$ cat src/hdl/dsst_pkg.sv
// Shared types and constants for the delayed signal slot table.
// Imported by dsst_alu, delayed_signal_slot_table_unit and the bench; depends on nothing.
`timescale 1ns / 1ps
`default_nettype none

package dsst_pkg;

   localparam int SLOT_COUNT   = 16;
   localparam int SIGNAL_TOTAL = 8;

   localparam int OP_W       = 2;
   localparam int SIG_FIELD_W = 4;
   localparam int TICK_W     = 32;
   localparam int KIND_W     = 2;
   localparam int MASK_W     = 8;
   localparam int MASK_IDX_W = $clog2(MASK_W);

   localparam int SLOT_W = (SLOT_COUNT > 1) ? $clog2(SLOT_COUNT) : 1;
   localparam int SIG_W  = (SIGNAL_TOTAL > 1) ? $clog2(SIGNAL_TOTAL) : 1;

   typedef enum logic [OP_W-1:0] {
      OP_TICK     = 2'd0,
      OP_SCHEDULE = 2'd1,
      OP_DISPATCH = 2'd2,
      OP_RAISE    = 2'd3
   } op_type;

   typedef enum logic [KIND_W-1:0] {
      KIND_REPLY   = 2'd0,
      KIND_DELIVER = 2'd1,
      KIND_END     = 2'd2
   } kind_type;

   typedef enum logic [2:0] {
      ST_IDLE,
      ST_EXEC,
      ST_READ,
      ST_CHECK,
      ST_END
   } state_type;

   typedef struct packed {
      logic subtract;
   } alu_ctrl_type;

   typedef struct packed {
      logic [SIG_W-1:0]  sig;
      logic [TICK_W-1:0] due;
   } slot_entry_type;

endpackage

`default_nettype wire

$ cat src/hdl/dsst_alu.sv
// Shared 32-bit add/subtract unit: due tick sums, tick increment, due compare.
// Depends on dsst_pkg.
`timescale 1ns / 1ps
`default_nettype none

module dsst_alu (
   input  wire dsst_pkg::alu_ctrl_type       ctrl,
   input  wire logic [dsst_pkg::TICK_W-1:0]  operand_a,
   input  wire logic [dsst_pkg::TICK_W-1:0]  operand_b,
   output logic      [dsst_pkg::TICK_W-1:0]  sum,
   output logic                              carry
);
   import dsst_pkg::*;

   logic [TICK_W-1:0] b_eff;

   // subtract: carry out set means a >= b (unsigned)
   assign b_eff = ctrl.subtract ? ~operand_b : operand_b;
   assign {carry, sum} = {1'b0, operand_a} + {1'b0, b_eff} + (TICK_W + 1)'(ctrl.subtract);

endmodule

`default_nettype wire

$ cat src/hdl/delayed_signal_slot_table_unit.sv
// Delayed signal slot table: request/response channels, one CSR word.
// Usage:
//   req_*  : one word per operation (tick, schedule, dispatch, raise).
//   rsp_*  : result words; rsp_last marks the final word of an operation.
//   csr_*  : handler enable mask write, always ready; write only while idle.
// Operation flow, from the accepting edge:
//   tick      : no result; passes through the exec state, then ready again.
//   schedule,
//   raise     : one registered reply word; ready again as it is emitted.
//   dispatch  : the shared ALU compares one slot per read/check state pair
//               (slot RAM read, then compare) and waits in check while a
//               hit word is stalled; the end marker word turns valid and
//               req_ready returns in the same cycle.
// The block takes one operation at a time; req_ready is low until done.
// A stalled rsp_ready holds the result register and halts the sequencer
// at the next word it needs to emit; nothing is dropped.
// Reset clears the tick counter, all slot used bits and the mask; slot
// RAM contents are left alone and only matter for used slots.
// Depends on dsst_pkg and dsst_alu.
`timescale 1ns / 1ps
`default_nettype none

module delayed_signal_slot_table_unit (
   input  wire logic                                clock,
   input  wire logic                                reset,
   input  wire logic                                req_valid,
   output logic                                     req_ready,
   input  wire logic [dsst_pkg::OP_W-1:0]           req_operation,
   input  wire logic [dsst_pkg::SIG_FIELD_W-1:0]    req_signal_number,
   input  wire logic [dsst_pkg::TICK_W-1:0]         req_delay,
   output logic                                     rsp_valid,
   input  wire logic                                rsp_ready,
   output logic      [dsst_pkg::KIND_W-1:0]         rsp_result_kind,
   output logic      [dsst_pkg::SIG_FIELD_W-1:0]    rsp_signal_out,
   output logic                                     rsp_ok,
   output logic                                     rsp_last,
   input  wire logic                                csr_valid,
   output logic                                     csr_ready,
   input  wire logic [dsst_pkg::MASK_W-1:0]         csr_handler_enable_mask
);
   import dsst_pkg::*;

   function automatic logic handler_on(input logic [SIG_FIELD_W-1:0] s,
                                       input logic [MASK_W-1:0]      m);
      return (int'(s) < SIGNAL_TOTAL) && (int'(s) < MASK_W) && m[s[MASK_IDX_W-1:0]];
   endfunction

   state_type                state_ff, state_in;
   op_type                   op_ff;
   logic [SIG_FIELD_W-1:0]   sig_ff;
   logic [TICK_W-1:0]        delay_ff;
   logic [TICK_W-1:0]        tick_ff, tick_in;
   logic [SLOT_COUNT-1:0]    used_ff, used_in;
   logic [SLOT_W-1:0]        idx_ff, idx_in;
   logic [MASK_W-1:0]        mask_ff;
   slot_entry_type           slot_mem [SLOT_COUNT];
   slot_entry_type           rd_ff;

   logic                     rsp_valid_ff, rsp_valid_in;
   kind_type                 rsp_kind_ff;
   logic [SIG_FIELD_W-1:0]   rsp_sig_ff;
   logic                     rsp_ok_ff, rsp_last_ff;

   // sequencer controls
   logic                     accept, out_free;
   logic                     emit, emit_ok, emit_last;
   kind_type                 emit_kind;
   logic [SIG_FIELD_W-1:0]   emit_sig;
   logic                     mem_we, rd_en, tick_we, used_set, used_clr;
   logic                     free_found, sig_valid, hit, last_slot;
   logic [SLOT_W-1:0]        free_idx;
   logic [SIG_FIELD_W-1:0]   rd_sig_ext;

   alu_ctrl_type             alu_ctrl;
   logic [TICK_W-1:0]        alu_b, alu_sum;
   logic                     alu_carry;

   assign req_ready = (state_ff == ST_IDLE);
   assign accept    = req_valid && req_ready;
   assign csr_ready = 1'b1;
   assign out_free  = !rsp_valid_ff || rsp_ready;
   assign sig_valid = int'(sig_ff) < SIGNAL_TOTAL;
   assign rd_sig_ext = SIG_FIELD_W'(rd_ff.sig);
   assign last_slot = (idx_ff == SLOT_W'(SLOT_COUNT - 1));

   // lowest free slot
   always_comb begin
      free_found = 1'b0;
      free_idx   = '0;
      for (int i = SLOT_COUNT - 1; i >= 0; i--) begin
         if (!used_ff[i]) begin
            free_found = 1'b1;
            free_idx   = SLOT_W'(i);
         end
      end
   end

   // shared ALU operand select
   always_comb begin
      alu_ctrl.subtract = (state_ff == ST_CHECK);
      case (state_ff)
         ST_CHECK: alu_b = rd_ff.due;
         default:  alu_b = (op_ff == OP_TICK) ? TICK_W'(1) : delay_ff;
      endcase
   end

   dsst_alu u_alu (
      .ctrl      (alu_ctrl),
      .operand_a (tick_ff),
      .operand_b (alu_b),
      .sum       (alu_sum),
      .carry     (alu_carry)
   );

   assign hit = used_ff[idx_ff] && alu_carry;

   // next state
   always_comb begin
      state_in = state_ff;
      case (state_ff)
         ST_IDLE: begin
            if (accept) begin
               state_in = (op_type'(req_operation) == OP_DISPATCH) ? ST_READ : ST_EXEC;
            end
         end
         ST_EXEC: begin
            if (op_ff == OP_TICK || out_free) begin
               state_in = ST_IDLE;
            end
         end
         ST_READ: state_in = ST_CHECK;
         ST_CHECK: begin
            if (!hit || out_free) begin
               state_in = last_slot ? ST_END : ST_READ;
            end
         end
         ST_END: begin
            if (out_free) begin
               state_in = ST_IDLE;
            end
         end
         default: state_in = ST_IDLE;
      endcase
   end

   // sequencer outputs
   always_comb begin
      emit      = 1'b0;
      emit_kind = KIND_REPLY;
      emit_sig  = sig_ff;
      emit_ok   = 1'b0;
      emit_last = 1'b1;
      mem_we    = 1'b0;
      rd_en     = 1'b0;
      tick_we   = 1'b0;
      used_set  = 1'b0;
      used_clr  = 1'b0;
      idx_in    = idx_ff;
      case (state_ff)
         ST_IDLE: begin
            if (accept) begin
               idx_in = '0;
            end
         end
         ST_EXEC: begin
            case (op_ff)
               OP_TICK: tick_we = 1'b1;
               OP_SCHEDULE: begin
                  emit    = out_free;
                  emit_ok = sig_valid && free_found;
                  mem_we  = emit && emit_ok;
                  used_set = mem_we;
               end
               default: begin
                  emit    = out_free;
                  emit_ok = handler_on(sig_ff, mask_ff);
               end
            endcase
         end
         ST_READ: rd_en = 1'b1;
         ST_CHECK: begin
            emit_kind = KIND_DELIVER;
            emit_sig  = rd_sig_ext;
            emit_ok   = handler_on(rd_sig_ext, mask_ff);
            emit_last = 1'b0;
            if (hit && out_free) begin
               emit     = 1'b1;
               used_clr = 1'b1;
            end
            if ((!hit || out_free) && !last_slot) begin
               idx_in = idx_ff + SLOT_W'(1);
            end
         end
         ST_END: begin
            emit_kind = KIND_END;
            emit_sig  = '0;
            emit      = out_free;
         end
         default: ;
      endcase
   end

   always_comb begin
      used_in = used_ff;
      if (used_set) begin
         used_in[free_idx] = 1'b1;
      end
      if (used_clr) begin
         used_in[idx_ff] = 1'b0;
      end
      tick_in      = tick_we ? alu_sum : tick_ff;
      rsp_valid_in = emit || (rsp_valid_ff && !rsp_ready);
   end

   always_ff @(posedge clock) begin
      if (reset) begin
         state_ff     <= ST_IDLE;
         tick_ff      <= '0;
         used_ff      <= '0;
         mask_ff      <= '0;
         rsp_valid_ff <= 1'b0;
         idx_ff       <= '0;
      end else begin
         state_ff     <= state_in;
         tick_ff      <= tick_in;
         used_ff      <= used_in;
         idx_ff       <= idx_in;
         rsp_valid_ff <= rsp_valid_in;
         if (csr_valid && csr_ready) begin
            mask_ff <= csr_handler_enable_mask;
         end
      end
   end

   // hold request word and result word
   always_ff @(posedge clock) begin
      if (accept) begin
         op_ff    <= op_type'(req_operation);
         sig_ff   <= req_signal_number;
         delay_ff <= req_delay;
      end
      if (emit) begin
         rsp_kind_ff <= emit_kind;
         rsp_sig_ff  <= emit_sig;
         rsp_ok_ff   <= emit_ok;
         rsp_last_ff <= emit_last;
      end
   end

   // slot RAM: one write port, one registered read port
   always_ff @(posedge clock) begin
      if (mem_we) begin
         slot_mem[free_idx] <= '{sig: sig_ff[SIG_W-1:0], due: alu_sum};
      end
      if (rd_en) begin
         rd_ff <= slot_mem[idx_ff];
      end
   end

   assign rsp_valid       = rsp_valid_ff;
   assign rsp_result_kind = rsp_kind_ff;
   assign rsp_signal_out  = rsp_sig_ff;
   assign rsp_ok          = rsp_ok_ff;
   assign rsp_last        = rsp_last_ff;

`ifndef SYNTHESIS
   a_tick_advance: assert property (@(posedge clock) disable iff (reset)
      (accept && req_operation == OP_TICK) |=> ##1 (tick_ff == $past(tick_ff, 2) + TICK_W'(1)))
      else $error("tick word did not advance the counter");

   a_end_marker: assert property (@(posedge clock) disable iff (reset)
      (rsp_valid && rsp_result_kind == KIND_END) |-> (rsp_last && !rsp_ok && rsp_signal_out == '0))
      else $error("malformed end marker");

   a_deliver_range: assert property (@(posedge clock) disable iff (reset)
      (rsp_valid && rsp_result_kind == KIND_DELIVER) |-> (!rsp_last && int'(rsp_signal_out) < SIGNAL_TOTAL))
      else $error("delivered word out of range or marked last");

   a_schedule_takes_slot: assert property (@(posedge clock) disable iff (reset)
      (state_ff == ST_EXEC && op_ff == OP_SCHEDULE && emit && emit_ok)
      |=> ($countones(used_ff) == $countones($past(used_ff)) + 1))
      else $error("successful schedule did not take exactly one slot");
`endif

endmodule

`default_nettype wire

$ cat config.mk
export PLATFORM = sky130hd
export DESIGN_NAME = delayed_signal_slot_table_unit
export DESIGN_NICKNAME = d
export VERILOG_FILES = /design/src/hdl/dsst_pkg.sv /design/src/hdl/dsst_alu.sv /design/src/hdl/delayed_signal_slot_table_unit.sv
export SDC_FILE = /design/constraint.sdc
export NUM_CORES = 1
export LEC_CHECK = 0
export ABC_AREA = 1
export BUFFER_PORTS_ARGS = -buffer_cell sky130_fd_sc_hd__buf_4
export CAP_MARGIN = 30
export CORE_ASPECT_RATIO = 0.75
export CORE_UTILIZATION = 63
export DETAILED_ROUTE_END_ITERATION = 7
export HOLD_SLACK_MARGIN = 0.06
export PLACE_DENSITY = 0.8
export SLEW_MARGIN = 10
export SYNTH_ARGS = -nofsm -noshare
export SYNTH_HDL_FRONTEND = slang
export SYNTH_SLANG_ARGS = --single-unit
$ cat constraint.sdc
create_clock -name clock -period 6.1 [get_ports clock]
set_input_delay 0 -clock clock [delete_from_list [all_inputs] [get_ports clock]]
set_output_delay 0 -clock clock [all_outputs]
set_load 0.05 [all_outputs]
==> impl_metrics.csv <==
group,metric,value,unit
pwr,peakVddDrop,0.3413,mV
route,avgViaCountPerCell,6.352,
global_routing,grt_max_degree,107,
global_routing,gr-usage-all-layers,33.56,%
outcome,status,"completed",
clocking,cts_made_buffers,61,
route,drt-initial-drc-count,3154,
floorplanning,initial_core_util,63.77,%
clocking,clockBufferDepth,3,
synthesis,yosysSeqAreaShare,69.94,%
route,post-route-drc-count,0,
floorplanning,pin_count,62,
synthesis,ys_types,40,
synthesis,yosys_warnings,0,
synthesis,synth_edf_count,641,
route,antenna_left,0,
worst_hold_path,min_path_type,"in -> reg",
worst_setup_path,crit_path_end_kind,"register",
synthesis,synth_area,29350,um^2
final_layout,nets,2782,
floorplanning,core.rowCount,68,
clocking,cts_tree,"built",
final_layout,fin_cells,3371,
route,drt_first_pass_iters,7,
clocking,htreeDepth,2,
floorplanning,die_w,251.3,um
synthesis,avgSynthCellArea,11.37,um^2
clocking,cts.sinks,705,
sta,fmax,216.3,MHz
sta,rsz0062_at_grt,"false",
floorplanning,die_y,188.9,um
sta,finalSetupViolations,0,
pwr,pwr_density_cell,307.3,nW/um^2
sta,tns,0,ps
sta,relSlewSlack,31.47,%
place,gp_congestion,0.9675,
clocking,clk_pin_slew,70,ps
worst_setup_path,critPathArrivalTime,4870,ps
sta,timing.final.ws_setup,1476,ps
clocking,cts-resized-gates,0,
synthesis,synth_top_cell_by_area,"edfxtp_1",
global_routing,grt-ovfl-total,0,
run,max-cap-violations,0,
sta,hold_ws,99.14,ps
global_routing,antenna_found_initial,1,
final_layout,synthToLayoutAreaGrowth,12.90,%
synthesis,synthCells,2581,
synthesis,synthFlopType,"edfxtp_1",
clocking,cts_hold_buffers,67,
synthesis,synth-seq-cells,705,
sta,min_period,4624,ps
sta,slew_viol_final,0,
pwr,leakagePower,0.01208,uW
route,wire_per_inst,23.77,um
clocking,clock_latency,630,ps
place,pre_cts_ws,1660,ps
final_layout,diodes,0,
final_layout,fillers,2987,
sta,period_share,75.80,%
worst_setup_path,cp_max_fo,48,
floorplanning,coreArea,46030,um^2
place,io_buffers,60,
floorplanning,die_area,47470,um^2
global_routing,grt_pass1_wl,118800,um
synthesis,syn-num-nets,2668,
sta,worst_pin_slew,1028,ps
route,vias,21410,
clocking,post_cts_buffers,0,
synthesis,yosysTopAreaCellShare,65.57,%
route,wirelength,80130,um
sta,hold_viol,0,
sta,fin_worst_skew,18.71,ps
clocking,cts_root_buf,"clkbuf_16",
final_layout,drive_gt1_share,8.574,%
place,dp_cells,3186,
worst_setup_path,critPathKind,"reg -> reg",
synthesis,async_reset_ff_share,0,%
place,hpwl,41950,um
worst_setup_path,required,6340,ps
synthesis,synth_area_leaders,"edfxtp_1 (66%), o21ai_0 (6.6%), nor2_1 (5.6%), dfxtp_1 (4.4%), nand2_1 (3.8%)",
pwr,power,10190,uW
worst_setup_path,start_kind,"register",
global_routing,first_global_vias,20270,
-- worst max-delay path, stage by stage, from the launching register on --
cell,delay (ps)
dfxtp_1,420
inv_2,80
nor3_4,490
inv_2,310
buf_4,360
nand3_1,120
o21ai_0,110
ha_1,400
nand2_1,110
nor2_1,150
nand2_1,70
o21ai_1,300
nand3_1,130
nand2_1,200
nand4_2,390
o211ai_1,550
-- worst paths after layout --
path | start | to | slack, ps | cells past startpoint
max | state_ff[0]$_SDFFE_PP0P_ | rsp_signal_out[3]$_DFFE_PP_ | 1480 | 15
min reg2reg | tick_ff[9]$_SDFFE_PP0P_ | tick_ff[9]$_SDFFE_PP0P_ | 520 | 2
max reg2reg | state_ff[0]$_SDFFE_PP0P_ | rsp_signal_out[3]$_DFFE_PP_ | 1480 | 15
min | req_delay[2] | delay_ff[2]$_DFFE_PP_ | 100 | 2
-- power by group --
group	leakage, uW	switching [uW]	internal (uW)	total (uW)
Clock	0.000915	1720	2010	3730
Sequential	0.00634	60.9	5490	5550
Combinational	0.00483	625	277	902
Total	0.0121	2400	7780	10200
-- stage by stage --
stage,utilization [%],instance area (um^2)
3_5_place_dp,66.32,30520
5_1_grt,72.00,33140
6_report,72.00,33140
4_1_cts,71.83,33060
2_1_floorplan,-,29350
3_3_place_gp,66.06,30410
-- synth_stat cells, types with 2 or more instances --
| cell type | instances |
|---|---|
| edfxtp_1 | 641 |
| nor2_1 | 435 |
| o21ai_0 | 390 |
| nand2_1 | 301 |
| inv_1 | 158 |
| o22ai_1 | 145 |
| clkbuf_1 | 120 |
| nand3_1 | 78 |
| dfxtp_1 | 64 |
| nand4_1 | 49 |
| a21oi_1 | 48 |
| ha_1 | 35 |
| nor3_1 | 25 |
| xor2_1 | 23 |
| a31oi_1 | 10 |
| buf_1 | 10 |
| xnor2_1 | 6 |
| buf_2 | 4 |
| o21ai_1 | 4 |
| a21o_1 | 3 |
| clkinv_1 | 3 |
| inv_2 | 3 |
| o211ai_1 | 3 |
| a311oi_1 | 2 |
| nand2_2 | 2 |
| nor4_1 | 2 |
| o21a_1 | 2 |
| o31ai_1 | 2 |
| or2_1 | 2 |
-- per-layer routing --
layer | wire length, um | vias up | GRT usage [%]
met4 | 3142 | 2 | 13.65
met3 | 10210 | 236 | 6.736
met1 | 29750 | 10200 | 46.18
met5 | 14 | - | 0
li1 | - | 9434 | -
met2 | 37010 | 1543 | 53.05
-- cell type report --
type	count	area (um^2)	area share [%]
Clock buffer	78	1590	4.799
Timing Repair Buffer	186	1597	4.817
Inverter	164	621.8	1.876
Multi-Input combinational cell	1577	7731	23.33
Tap cell	630	788.3	2.379
Sequential cell	705	20540	61.97
Clock inverter	31	275.3	0.8306
-- cells by family (layout without fill, tap and decap cells) --
family                   after synthesis  count (layout)  synth area share (%)
flip-flops                           705             705                 69.94
adder cells (fa/ha/maj)               36              36                 1.560
other                                  1               1               0.01277
buffers and inverters                299             459                 3.853
XOR/XNOR                              29              29                0.8653
AND/OR/NAND/NOR                      896             896                 12.44
AO/OA/AOI/OAI                        615             615                 11.33
-- state kept, by name (all words and copies together), names as in the netlist, 2 cells and up --
signal,cells
mask_ff,8
rsp_result_kind,2
tick_ff,32
sig_ff,4
idx_ff,4
slot_mem,560
delay_ff,32
op_ff,2
rsp_signal_out,4
used_ff,16
rd_ff,35
state_ff,3
-- layout by cell type (no fill, tap or decap), types with 2 or more instances in the layout --
cell	n
edfxtp_1	641
nor2_1	430
o21ai_0	390
nand2_1	301
o22ai_1	145
inv_1	142
buf_4	117
nand3_1	78
dlygate4sd3_1	67
dfxtp_1	62
clkbuf_16	61
nand4_1	49
a21oi_1	48
ha_1	35
nor3_1	24
xor2_1	23
inv_2	17
clkbuf_1	17
clkinv_1	13
clkinv_2	12
a31oi_1	10
xnor2_1	6
o21ai_1	4
inv_6	4
nor2_4	4
bufinv_16	4
a21o_1	3
o211ai_1	3
nand2_2	2
o21a_1	2
or2_1	2
nor4_1	2
o31ai_1	2
a311oi_1	2
dfxtp_4	2
No activity file was read; power rests on OpenSTA's default activity.
